$ cat src/sv/rrp_pkg.sv
// Package for the rate-limited round-robin picker.
// Holds sizes, request and status codes, sequencer states and the per-kind limit tables.
// No dependencies.
`default_nettype none

package rrp_pkg;

   localparam int NUM_TASKS  = 15;
   localparam int NUM_SLOTS  = 8;
   localparam int KIND_W     = 4;
   localparam int SLOT_IDX_W = 3;
   localparam int CFG_W      = 4;
   localparam int CNT_W      = $clog2(NUM_SLOTS + 1);
   localparam int PROBE_W    = $clog2(NUM_TASKS);
   localparam int TIME_W     = 32;
   localparam int LIMIT_W    = 2;

   typedef enum logic [1:0] {
      REQ_PICK       = 2'd0,
      REQ_WRITE_SLOT = 2'd1,
      REQ_STAMP      = 2'd2,
      REQ_UNUSED     = 2'd3
   } req_kind_type;

   typedef enum logic [1:0] {
      ST_OK            = 2'd0,
      ST_SLOTS_FULL    = 2'd1,
      ST_NONE_ELIGIBLE = 2'd2,
      ST_BAD_INDEX     = 2'd3
   } status_type;

   typedef enum logic [1:0] {
      SEQ_IDLE,
      SEQ_CHECK,
      SEQ_PROBE,
      SEQ_DONE
   } seq_state_type;

   typedef struct packed {
      logic                  slot_we;
      logic [SLOT_IDX_W-1:0] slot_idx;
      logic                  slot_busy;
      logic [KIND_W-1:0]     slot_kind;
      logic                  stamp_we;
      logic [KIND_W-1:0]     stamp_kind;
      logic [TIME_W-1:0]     stamp_time;
   } tbl_wr_type;

   typedef struct packed {
      logic slots_full;
      logic eligible;
   } probe_res_type;

   function automatic logic [LIMIT_W-1:0] task_limit(input logic [KIND_W-1:0] kind);
      logic [LIMIT_W-1:0] lim;
      case (kind)
         4'd7: begin
            lim = 2'd2;
         end
         default: begin
            lim = 2'd1;
         end
      endcase
      return lim;
   endfunction

   function automatic logic [TIME_W-1:0] task_interval(input logic [KIND_W-1:0] kind);
      logic [TIME_W-1:0] ivl;
      case (kind)
         4'd4:    ivl = 32'd120;
         4'd9:    ivl = 32'd7200;
         4'd10:   ivl = 32'd3600;
         4'd11:   ivl = 32'd7200;
         4'd12:   ivl = 32'd120;
         4'd13:   ivl = 32'd7200;
         4'd14:   ivl = 32'd600;
         default: ivl = 32'd0;
      endcase
      return ivl;
   endfunction

endpackage

`default_nettype wire

$ cat src/sv/rrp_tables.sv
// Worker slot table and per-kind last-run time table of the picker.
// Depends on rrp_pkg for sizes and the write command struct.
`default_nettype none

module rrp_tables (
   input  wire                        clock,
   input  wire                        reset,
   input  rrp_pkg::tbl_wr_type        wr,
   input  wire [rrp_pkg::KIND_W-1:0]  rd_kind,
   output logic [rrp_pkg::NUM_SLOTS-1:0] slot_valid,
   output logic [rrp_pkg::KIND_W-1:0] slot_task [rrp_pkg::NUM_SLOTS],
   output logic [rrp_pkg::TIME_W-1:0] rd_last_run
);
   import rrp_pkg::*;

   logic [NUM_SLOTS-1:0] slot_valid_ff;
   logic [KIND_W-1:0]    slot_task_ff [NUM_SLOTS];
   logic [TIME_W-1:0]    last_run_ff  [NUM_TASKS];

   always_ff @(posedge clock) begin
      if (reset) begin
         slot_valid_ff <= '0;
      end else if (wr.slot_we) begin
         slot_valid_ff[wr.slot_idx] <= wr.slot_busy;
      end
   end

   always_ff @(posedge clock) begin
      if (wr.slot_we) begin
         slot_task_ff[wr.slot_idx] <= wr.slot_busy ? wr.slot_kind : '0;
      end
   end

   always_ff @(posedge clock) begin
      if (reset) begin
         for (int i = 0; i < NUM_TASKS; i++) begin
            last_run_ff[i] <= '0;
         end
      end else if (wr.stamp_we) begin
         last_run_ff[wr.stamp_kind] <= wr.stamp_time;
      end
   end

   assign slot_valid  = slot_valid_ff;
   assign slot_task   = slot_task_ff;
   assign rd_last_run = last_run_ff[rd_kind];

endmodule

`default_nettype wire

$ cat src/sv/rrp_probe.sv
// Shared eligibility unit: slot occupancy check and one task-kind probe per cycle.
// Depends on rrp_pkg for sizes, limit tables and the result struct.
`default_nettype none

module rrp_probe (
   input  wire [rrp_pkg::CFG_W-1:0]      max_slots,
   input  wire [rrp_pkg::NUM_SLOTS-1:0]  slot_valid,
   input  wire [rrp_pkg::KIND_W-1:0]     slot_task [rrp_pkg::NUM_SLOTS],
   input  wire [rrp_pkg::KIND_W-1:0]     kind,
   input  wire [rrp_pkg::TIME_W-1:0]     last_run,
   input  wire [rrp_pkg::TIME_W-1:0]     now,
   output rrp_pkg::probe_res_type        res
);
   import rrp_pkg::*;

   logic [CNT_W-1:0]  busy;
   logic [CNT_W-1:0]  running;
   logic [TIME_W:0]   due_time;

   always_comb begin
      busy    = '0;
      running = '0;
      for (int i = 0; i < NUM_SLOTS; i++) begin
         if ((CFG_W'(i) < max_slots) && slot_valid[i]) begin
            busy = busy + CNT_W'(1);
            if (slot_task[i] == kind) begin
               running = running + CNT_W'(1);
            end
         end
      end
   end

   assign due_time = {1'b0, last_run} + {1'b0, task_interval(kind)};

   always_comb begin
      res.slots_full = ({1'b0, busy} + (CNT_W + 1)'(1)) >= {1'b0, max_slots};
      res.eligible   = (running < CNT_W'(task_limit(kind))) && (due_time <= {1'b0, now});
   end

endmodule

`default_nettype wire

$ cat src/sv/rrp_seq.sv
// Sequencer of the picker: request decode, probe loop, round-robin pointer,
// configuration register and the result register. Depends on rrp_pkg.
`default_nettype none

module rrp_seq (
   input  wire                          clock,
   input  wire                          reset,
   input  wire                          req_valid,
   output logic                         req_stall,
   input  wire [1:0]                    req_type,
   input  wire [rrp_pkg::SLOT_IDX_W-1:0] req_slot_index,
   input  wire                          req_slot_busy,
   input  wire [rrp_pkg::KIND_W-1:0]    req_step_id,
   input  wire [rrp_pkg::TIME_W-1:0]    req_current_time,
   output logic                         rsp_valid,
   input  wire                          rsp_stall,
   output logic [1:0]                   rsp_status,
   output logic [rrp_pkg::KIND_W-1:0]   rsp_chosen_step,
   input  wire                          csr_valid,
   output logic                         csr_ready,
   input  wire [rrp_pkg::CFG_W-1:0]     csr_slots_in_use,
   input  rrp_pkg::probe_res_type       probe,
   output logic [rrp_pkg::CFG_W-1:0]    max_slots,
   output logic [rrp_pkg::KIND_W-1:0]   probe_kind,
   output logic [rrp_pkg::TIME_W-1:0]   probe_time,
   output rrp_pkg::tbl_wr_type          wr
);
   import rrp_pkg::*;

   seq_state_type        state_ff, state_in;
   logic [CFG_W-1:0]     slots_ff;
   logic [TIME_W-1:0]    time_ff, time_in;
   logic [PROBE_W-1:0]   count_ff, count_in;
   logic [KIND_W-1:0]    ptr_ff, ptr_in;
   status_type           res_status_ff, res_status_in;
   logic [KIND_W-1:0]    res_chosen_ff, res_chosen_in;
   logic                 rsp_valid_ff, rsp_valid_in;
   logic [1:0]           rsp_status_ff;
   logic [KIND_W-1:0]    rsp_chosen_ff;

   logic                 accept;
   logic                 out_free;
   logic                 kind_ok;
   logic                 slot_ok;
   logic [KIND_W-1:0]    ptr_next;

   assign accept    = req_valid && (state_ff == SEQ_IDLE);
   assign out_free  = !rsp_valid_ff || !rsp_stall;
   assign kind_ok   = req_step_id < KIND_W'(NUM_TASKS);
   assign slot_ok   = {1'b0, req_slot_index} < (SLOT_IDX_W + 1)'(NUM_SLOTS);
   assign ptr_next  = (ptr_ff == KIND_W'(NUM_TASKS - 1)) ? '0 : ptr_ff + KIND_W'(1);
   assign max_slots = (slots_ff > CFG_W'(NUM_SLOTS)) ? CFG_W'(NUM_SLOTS) : slots_ff;

   always_comb begin
      state_in = state_ff;
      case (state_ff)
         SEQ_IDLE: begin
            if (accept) begin
               state_in = (req_type == REQ_PICK) ? SEQ_CHECK : SEQ_DONE;
            end
         end
         SEQ_CHECK: begin
            state_in = probe.slots_full ? SEQ_DONE : SEQ_PROBE;
         end
         SEQ_PROBE: begin
            if (probe.eligible || (count_ff == PROBE_W'(NUM_TASKS - 1))) begin
               state_in = SEQ_DONE;
            end
         end
         SEQ_DONE: begin
            if (out_free) begin
               state_in = SEQ_IDLE;
            end
         end
         default: begin
            state_in = SEQ_IDLE;
         end
      endcase
   end

   always_comb begin
      time_in       = time_ff;
      count_in      = count_ff;
      ptr_in        = ptr_ff;
      res_status_in = res_status_ff;
      res_chosen_in = res_chosen_ff;
      wr            = '0;
      wr.slot_idx   = req_slot_index;
      wr.slot_busy  = req_slot_busy;
      wr.slot_kind  = req_step_id;
      wr.stamp_kind = req_step_id;
      wr.stamp_time = req_current_time;
      case (state_ff)
         SEQ_IDLE: begin
            if (accept) begin
               time_in       = req_current_time;
               res_status_in = ST_OK;
               res_chosen_in = '0;
               case (req_type)
                  REQ_WRITE_SLOT: begin
                     if (slot_ok) begin
                        if (!req_slot_busy || kind_ok) begin
                           wr.slot_we = 1'b1;
                        end else begin
                           res_status_in = ST_BAD_INDEX;
                        end
                     end
                  end
                  REQ_STAMP: begin
                     if (kind_ok) begin
                        wr.stamp_we = 1'b1;
                     end else begin
                        res_status_in = ST_BAD_INDEX;
                     end
                  end
                  default: begin
                  end
               endcase
            end
         end
         SEQ_CHECK: begin
            count_in = '0;
            if (probe.slots_full) begin
               res_status_in = ST_SLOTS_FULL;
            end
         end
         SEQ_PROBE: begin
            ptr_in   = ptr_next;
            count_in = count_ff + PROBE_W'(1);
            if (probe.eligible) begin
               res_status_in = ST_OK;
               res_chosen_in = ptr_ff;
            end else if (count_ff == PROBE_W'(NUM_TASKS - 1)) begin
               res_status_in = ST_NONE_ELIGIBLE;
            end
         end
         default: begin
         end
      endcase
   end

   always_comb begin
      rsp_valid_in = rsp_valid_ff;
      if ((state_ff == SEQ_DONE) && out_free) begin
         rsp_valid_in = 1'b1;
      end else if (rsp_valid_ff && !rsp_stall) begin
         rsp_valid_in = 1'b0;
      end
   end

   always_ff @(posedge clock) begin
      if (reset) begin
         state_ff     <= SEQ_IDLE;
         ptr_ff       <= '0;
         slots_ff     <= CFG_W'(NUM_SLOTS);
         rsp_valid_ff <= 1'b0;
      end else begin
         state_ff     <= state_in;
         ptr_ff       <= ptr_in;
         rsp_valid_ff <= rsp_valid_in;
         if (csr_valid) begin
            slots_ff <= csr_slots_in_use;
         end
      end
   end

   always_ff @(posedge clock) begin
      time_ff       <= time_in;
      count_ff      <= count_in;
      res_status_ff <= res_status_in;
      res_chosen_ff <= res_chosen_in;
      if ((state_ff == SEQ_DONE) && out_free) begin
         rsp_status_ff <= res_status_ff;
         rsp_chosen_ff <= res_chosen_ff;
      end
   end

   assign req_stall       = (state_ff != SEQ_IDLE);
   assign csr_ready       = 1'b1;
   assign rsp_valid       = rsp_valid_ff;
   assign rsp_status      = rsp_status_ff;
   assign rsp_chosen_step = rsp_chosen_ff;
   assign probe_kind      = ptr_ff;
   assign probe_time      = time_ff;

endmodule

`default_nettype wire

$ cat src/sv/rate_limited_round_robin_picker_top.sv
// Top level of the rate-limited round-robin picker.
// Instantiates rrp_seq, rrp_tables and rrp_probe; depends on rrp_pkg.
//
// Each transaction on the req_ channel yields exactly one transaction on the rsp_
// channel. A slot write, a stamp or an unused request goes from acceptance to the
// DONE state, which loads its result into the output register. A pick goes from
// CHECK to PROBE, where it probes k task kinds (1 to 15), before DONE loads its
// result; a pick refused because the slots are full goes from CHECK to DONE.
// The probe loop runs one task kind per cycle through a single shared eligibility
// unit. The block takes one request at a time and holds req_stall high until the
// result has moved to the output register, which may still hold an earlier result
// waiting to be taken; DONE waits while rsp_stall holds that result back. The next
// request can be accepted in the cycle after the move. The slots_in_use register
// resets to 8 and is written through csr_valid; csr_ready is always high, and the
// register should be written only while no request is in flight.
`default_nettype none

module rate_limited_round_robin_picker_top (
   input  wire        clock,
   input  wire        reset,
   input  wire        req_valid,
   output logic       req_stall,
   input  wire [1:0]  req_type,
   input  wire [2:0]  req_slot_index,
   input  wire        req_slot_busy,
   input  wire [3:0]  req_step_id,
   input  wire [31:0] req_current_time,
   output logic       rsp_valid,
   input  wire        rsp_stall,
   output logic [1:0] rsp_status,
   output logic [3:0] rsp_chosen_step,
   input  wire        csr_valid,
   output logic       csr_ready,
   input  wire [3:0]  csr_slots_in_use
);
   import rrp_pkg::*;

   probe_res_type        probe;
   tbl_wr_type           wr;
   logic [CFG_W-1:0]     max_slots;
   logic [KIND_W-1:0]    probe_kind;
   logic [TIME_W-1:0]    probe_time;
   logic [TIME_W-1:0]    last_run;
   logic [NUM_SLOTS-1:0] slot_valid;
   logic [KIND_W-1:0]    slot_task [NUM_SLOTS];

   rrp_seq u_seq (
      .clock            (clock),
      .reset            (reset),
      .req_valid        (req_valid),
      .req_stall        (req_stall),
      .req_type         (req_type),
      .req_slot_index   (req_slot_index),
      .req_slot_busy    (req_slot_busy),
      .req_step_id      (req_step_id),
      .req_current_time (req_current_time),
      .rsp_valid        (rsp_valid),
      .rsp_stall        (rsp_stall),
      .rsp_status       (rsp_status),
      .rsp_chosen_step  (rsp_chosen_step),
      .csr_valid        (csr_valid),
      .csr_ready        (csr_ready),
      .csr_slots_in_use (csr_slots_in_use),
      .probe            (probe),
      .max_slots        (max_slots),
      .probe_kind       (probe_kind),
      .probe_time       (probe_time),
      .wr               (wr)
   );

   rrp_tables u_tables (
      .clock       (clock),
      .reset       (reset),
      .wr          (wr),
      .rd_kind     (probe_kind),
      .slot_valid  (slot_valid),
      .slot_task   (slot_task),
      .rd_last_run (last_run)
   );

   rrp_probe u_probe (
      .max_slots  (max_slots),
      .slot_valid (slot_valid),
      .slot_task  (slot_task),
      .kind       (probe_kind),
      .last_run   (last_run),
      .now        (probe_time),
      .res        (probe)
   );

endmodule

`default_nettype wire

$ cat config.mk
export PLATFORM = sky130hd
export DESIGN_NAME = rate_limited_round_robin_picker_top
export DESIGN_NICKNAME = d
export VERILOG_FILES = /design/src/sv/rrp_pkg.sv /design/src/sv/rrp_tables.sv /design/src/sv/rrp_probe.sv /design/src/sv/rrp_seq.sv /design/src/sv/rate_limited_round_robin_picker_top.sv
export SDC_FILE = /design/constraint.sdc
export NUM_CORES = 1
export LEC_CHECK = 0
export ABC_AREA = 1
export BUFFER_PORTS_ARGS = -buffer_cell sky130_fd_sc_hd__buf_2
export CAP_MARGIN = 15
export CORE_MARGIN = 5
export CORE_UTILIZATION = 25
export DETAILED_ROUTE_END_ITERATION = 6
export MAX_ROUTING_LAYER = met4
export REMOVE_ABC_BUFFERS = 1
export SLEW_MARGIN = 20
export SYNTH_ARGS = -nofsm -noshare
export SYNTH_HDL_FRONTEND = slang
export SYNTH_HIERARCHICAL = 1
export SYNTH_SLANG_ARGS = --single-unit
$ cat constraint.sdc
create_clock -name clock -period 8 [get_ports clock]
set_input_delay 0.4 -clock clock [delete_from_list [all_inputs] [get_ports clock]]
set_output_delay 0.4 -clock clock [all_outputs]
set_load 0.005 [all_outputs]
# Word-level counts from Yosys, hierarchy flattened
# Memories as Yosys holds them, arrays and structs flattened. A register that Yosys moved wholly into a read port is not among the register bits.
# Cells that the tools add are included.
[op_classes]
addsub = 18
n_lt_le_gt_ge = 17
n_eq_ne = 28
n_mux = 73
bitwise_logic = 1
n_reduce_logical = 34
[ops]
columns = ["cell", "count"]
rows = [
  ["4-bit 2-to-1 mux", 31],
  ["4-bit by 1-bit adder with 4-bit output (second input constant)", 15],
  ["13-bit case mux with 4 select lines", 1],
  ["32-bit by 13-bit adder with 33-bit output", 1],
  ["33-bit by 32-bit <= comparator with 1-bit output", 1],
  ["32-bit bitwise mux", 1],
  ["4-bit == test", 8],
  ["32-bit 2-to-1 mux", 1],
  ["32-bit OR reduction", 1],
  ["4-bit == test (second input constant)", 7],
  ["2-bit 2-to-1 mux", 11],
  ["1-bit 2-to-1 mux", 20],
  ["3-bit by 4-bit < comparator with 1-bit output (first input constant)", 4],
  ["4-bit case mux with 2 select lines", 2],
  ["1-bit logical AND", 14],
  ["4-bit demux with 3-bit select", 1],
  ["2-bit by 1-bit inequality test with 1-bit output (second input constant)", 5],
  ["8-bit bitwise mux", 1],
  ["4-bit by 3-bit == test with 1-bit output (second input constant)", 2],
  ["1-bit by 4-bit < comparator with 1-bit output (first input constant)", 2],
  ["2-bit by 4-bit < comparator with 1-bit output (first input constant)", 2],
  ["2-bit case mux with 4 select lines", 1],
  ["2-bit nonzero test", 4],
  ["2-bit == test (second input constant)", 3],
  ["other kinds (25)", 32],
]
[word_totals]
register_bits = 99
ram_bits = 480
input_bits = 51
output_inout_bits = 9
word_cells = 191
n_memories = 1
[memory_table]
columns = ["memory", "words", "word_bits", "read_ports", "rd_ports_with_merged_regs", "write_ports", "line", "rtl"]
rows = [
  ["u_tables.last_run_ff", 15, 32, 1, 1, 15, "rrp_tables.sv:18", "logic [TIME_W-1:0] last_run_ff [NUM_TASKS];"],
]

# Logic depth before layout (Yosys ltp)
[logic_depth]
word_depth = 31
mapped_depth = 42
ltp_nobuf = 42

# Hierarchy
# The synthesis kept the hierarchy.
[by_module_without_submodules]
columns = ["mod", "n_inst", "cells_per_inst", "area_per_inst_um2", "seq_area_each_um2"]
rows = [
  ["rrp_tables", 1, 2789, 25725.9, 16495.8],
  ["rrp_probe", 1, 616, 3724.8, 0.0],
  ["rrp_seq", 1, 220, 2621.3, 1661.6],
]

# Least setup slack after synthesis
# Ideal clock, no wire load.
[synth_path]
path_type = "reg-to-reg"
startpoint = "register u_seq.slots_ff[1]"
endpoint = "register u_seq.res_status_ff[0], enable pin"
setup_ns = 0.245
arrival_ns = 5.447
required_time_ns = 7.755
setup_slack_ns = 2.308
stages_incl_launch_ff = 34
n_path_buf = 0
period_less_slack_ns = 5.692
path_cell_list = "dfxtp_1 > nor2_1 > nand2_1 > a21oi_1 > nor2_2 > a21oi_2 > ha_1 > or2_1 > nand2_2 > inv_1 > ha_1 > nand3_1 > nand2_1 > ha_1 > nor2_1 > a31oi_2 > ha_1 > inv_1 > o21ai_2 > ha_1 > nand2_1 > o21ai_1 > ha_1 > or2_2 > o21ai_0 > inv_1 > ha_1 > ha_1 > a21boi_0 > o21a_1 > o21ai_0 > nand3b_1 > a21oi_1 > nor2_1"
[synth_lines]
columns = ["item", "line", "rtl"]
rows = [
  ["from (decl)", "rrp_seq.sv:31", "logic [CFG_W-1:0] slots_ff;"],
  ["from (signal assigned)", "rrp_seq.sv:155", "slots_ff <= CFG_W'(NUM_SLOTS);"],
  ["from (signal assigned)", "rrp_seq.sv:162", "slots_ff <= csr_slots_in_use;"],
  ["to (signal assigned)", "rrp_seq.sv:170", "res_status_ff <= res_status_in;"],
  ["to (decl)", "rrp_seq.sv:35", "status_type res_status_ff, res_status_in;"],
]

==> out/summary.txt <==
Status: finished, final reports clean
Critical R2R Launch: u_seq/probe_kind[0]$_SDFFE_PP0P_
Worst hold path depth: 1
Vias per cell: 4.50
Sw power: 2720 µW
Synth cell types: 59
Mapped Cells: 3625
Reg clk slew, reported paths: 0.06 ns
Crit-path max cell delay: 0.50 ns
Nets@finish: 3698
Number of synthesized flops with an enable pin: 592
Dpl cells: 5157
Initial Utilization: 25.2%
Clk pwr share: 34.8%
Mapped Avg Cell Area: 8.85 µm²
Crit path DAT: 7.14 ns
Synth warnings: 6
Switch share: 31.3%
Top_reg_cell synth: edfxtp_1
Synth top area cells: edfxtp_1 55%, nand2_1 10%, nand3_1 6.8%
First-pass GRT wire length: 139 mm
Synthesized flop and latch total: 611
Clk root buf: clkbuf_16
CTS tree: built
Layout cells sized above 1: 8.82%
Depth of the CTS H-tree: 3
Setup bufs post-CTS: 0
IO Port Bufs: 58
Most frequent cells after synthesis: 886 x nand2_1, 592 x edfxtp_1, 566 x inv_1
Final hold vios: 0
Synth top area share: 55.4%
Reg-to-Reg End: u_seq/res_chosen_ff[0]$_SDFFCE_PN0P_
Worst reg-to-reg setup slack: 1.13 ns
RSZ-0062 raised after global routing: no
DRC violation count after routing: 0
All-Layer GR Usage: 13.7%
HPWL after detailed placement: 52.9 mm
Netlist area before placement: 32100 µm²
Synthesis-to-finish area growth: 11.6%
WS Path Type: reg2reg
Grt ovf: 0
Post-synthesis sequential area ratio: 56.6%
Setup_tns: 0 ns
PwrDens: 243 nW/µm²
Finished Cell Area: 35800 µm²
Asr flop ratio synth: 0%
Core Rows: 131
Finished Core Util: 28.1%
Hold/Removal Path Class: in2reg
Initial DRT Pass Iterations: 6
Final Max Slew Viols: 0
TritonCTS Sinks: 611
Max cap viols: 0
Routed WL per cell: 17.6 µm
Hold-fix buffers, CTS: 15
Routed WL: 93.4 mm
Vias in the first global route: 22300
Worst setup SP type: flip-flop
Leak Pwr: 0.0157 µW
Initial antenna violation count: 11
R2R depth: 33
Routed Antenna Nets: 0
Relative slew margins: 25.6%
Area leader, netlist: edfxtp_1
Fin Hold WS: 0.0316 ns
CP Max Fanout: 111
Final worst path period share: 85.8%
Final number of setup-violating endpoints: 0
Most frequent cell after synthesis: nand2_1
Max Root-Sink Buffers: 3
Flop pwr share: 43.5%
Iter 0 DRT Violations: 2147
DIE AREA: 136000 µm²
Fmax: 146 MHz
Largest net degree at the start of global routing: 112
Vias: 23900
Hold path startpoint: req_current_time[22]
Post-Route Skew: 0.0269 ns
Chip height: 368 µm
Critical-path top delay cell: inv_8
Area of placed instances: 33500 µm²
Final GP Congestion: 0.856
Setup crit end kind: flip-flop
I/O pin total: 60
Min-Delay Endpoint: u_tables/last_run_ff[15][22]$_DFFE_PP_
Core ar.: 128000 µm²
Slew at the pin closest to its max-slew limit: 1.12 ns
Peak supply drop: 138 µV
CP Data Required Time: 8.27 ns
Internal power: 5980 µW
Comb power frac: 21.7%
CTS-repair resized insts: 0
Die width: 368 µm
Crit path time final: 6.87 ns
CTS buffer count: 66
Later-pin clock latency in the skew report: 0.62 ns
Final std cells w/o fill: 5299
metrics by stage:
| step | setup WS, ns | total power [µW] |
|---|---|---|
| final | 1.13 | 8700 |
| after floorplan | -5.92 | 5240 |
| after detailed placement | 1.26 | 5720 |
| after global placement | 1.33 | 5680 |
| after CTS | 1.25 | 8760 |
| after global routing | 0.624 | 9150 |
final cells by class:
cell class	count	area, µm²
clock inverter	34	337
timing repair buffer	121	801
sequential	611	18200
fill	13400	91700
inverter	583	2210
antenna	8	20.0
tap	1662	2080
multi-input combinational	2195	10400
clock buffer	85	1790
cell usage in the layout, fill, tap and decap left out, types with 43 or more instances in the layout:
cell and count:
nand3_1 433, buf_4 48, nand2_2 43, buf_2 58
nand2_1 862, clkbuf_16 68, inv_1 564, edfxtp_1 592
nor2_1 555, ha_1 68
power groups by stage:
stage,logic (µW),clock network (µW),registers [µW]
floorplan,1320,0,3920
global placement,1830,0,3850
detailed placement,1860,0,3860
CTS,1880,3090,3790
global route,2110,3240,3800
finish,1880,3030,3790
kinds of logic after synthesis:
kind of cell	Yosys count	synth area share, %
AO/OA/AOI/OAI	88	1.69
XOR/XNOR	59	1.73
adder cells (fa/ha/maj)	69	2.72
buffers and inverters	819	11.2
flip-flops	611	56.6
other	1	0.0117
AND/OR/NAND/NOR	1978	26.1
worst max-delay path, delay by kind of cell, from the launching register on:
kind	cells	cell delay, ns
simple gates	20	2.98
flops	1	0.46
fa+ha+maj	3	0.85
compound gates	6	1.35
xor+xnor	1	0.16
buf+inv	3	0.62
worst max-delay path by stage:
stage | from | endpoint | slack [ns] | depth (start not counted)
3_5_place_dp | u_seq/probe_kind[0]$_SDFFE_PP0P_ | u_seq/res_chosen_ff[0]$_SDFFCE_PN0P_ | 1.26 | 33
6_report | u_seq/probe_kind[0]$_SDFFE_PP0P_ | u_seq/res_chosen_ff[0]$_SDFFCE_PN0P_ | 1.13 | 33
2_1_floorplan | u_seq/probe_kind[0]$_SDFFE_PP0P_ | u_seq/res_chosen_ff[0]$_SDFFCE_PN0P_ | -5.92 | 32
5_1_grt | u_seq/probe_kind[0]$_SDFFE_PP0P_ | u_seq/res_chosen_ff[3]$_SDFFCE_PN0P_ | 0.62 | 33
3_3_place_gp | u_seq/probe_kind[0]$_SDFFE_PP0P_ | u_seq/res_chosen_ff[1]$_SDFFCE_PN0P_ | 1.33 | 33
4_1_cts | u_seq/probe_kind[0]$_SDFFE_PP0P_ | u_seq/res_chosen_ff[3]$_SDFFCE_PN0P_ | 1.25 | 33
metal layers:
layer | up-vias | wire [µm] | track usage, %
met3 | 181 | 7620 | 1.87
met4 | 0 | 2900 | 4.66
met2 | 1007 | 44900 | 22.8
li1 | 11400 | - | -
met5 | - | 0 | -
met1 | 11300 | 37900 | 17.3
state kept, by name, summed over array words and instances (netlist names):
register	cells
u_tables/last_run_ff	512
u_seq/probe_time	32
u_tables/slot_task	32
u_tables/slot_valid	8
u_seq/count_ff	4
u_seq/probe_kind	4
u_seq/res_chosen_ff	4
u_seq/rsp_chosen_step	4
u_seq/slots_ff	4
u_seq/res_status_ff	2
u_seq/rsp_status	2
u_seq/state_ff	2
u_seq/rsp_valid	1
(Power assumes the default switching activity.)
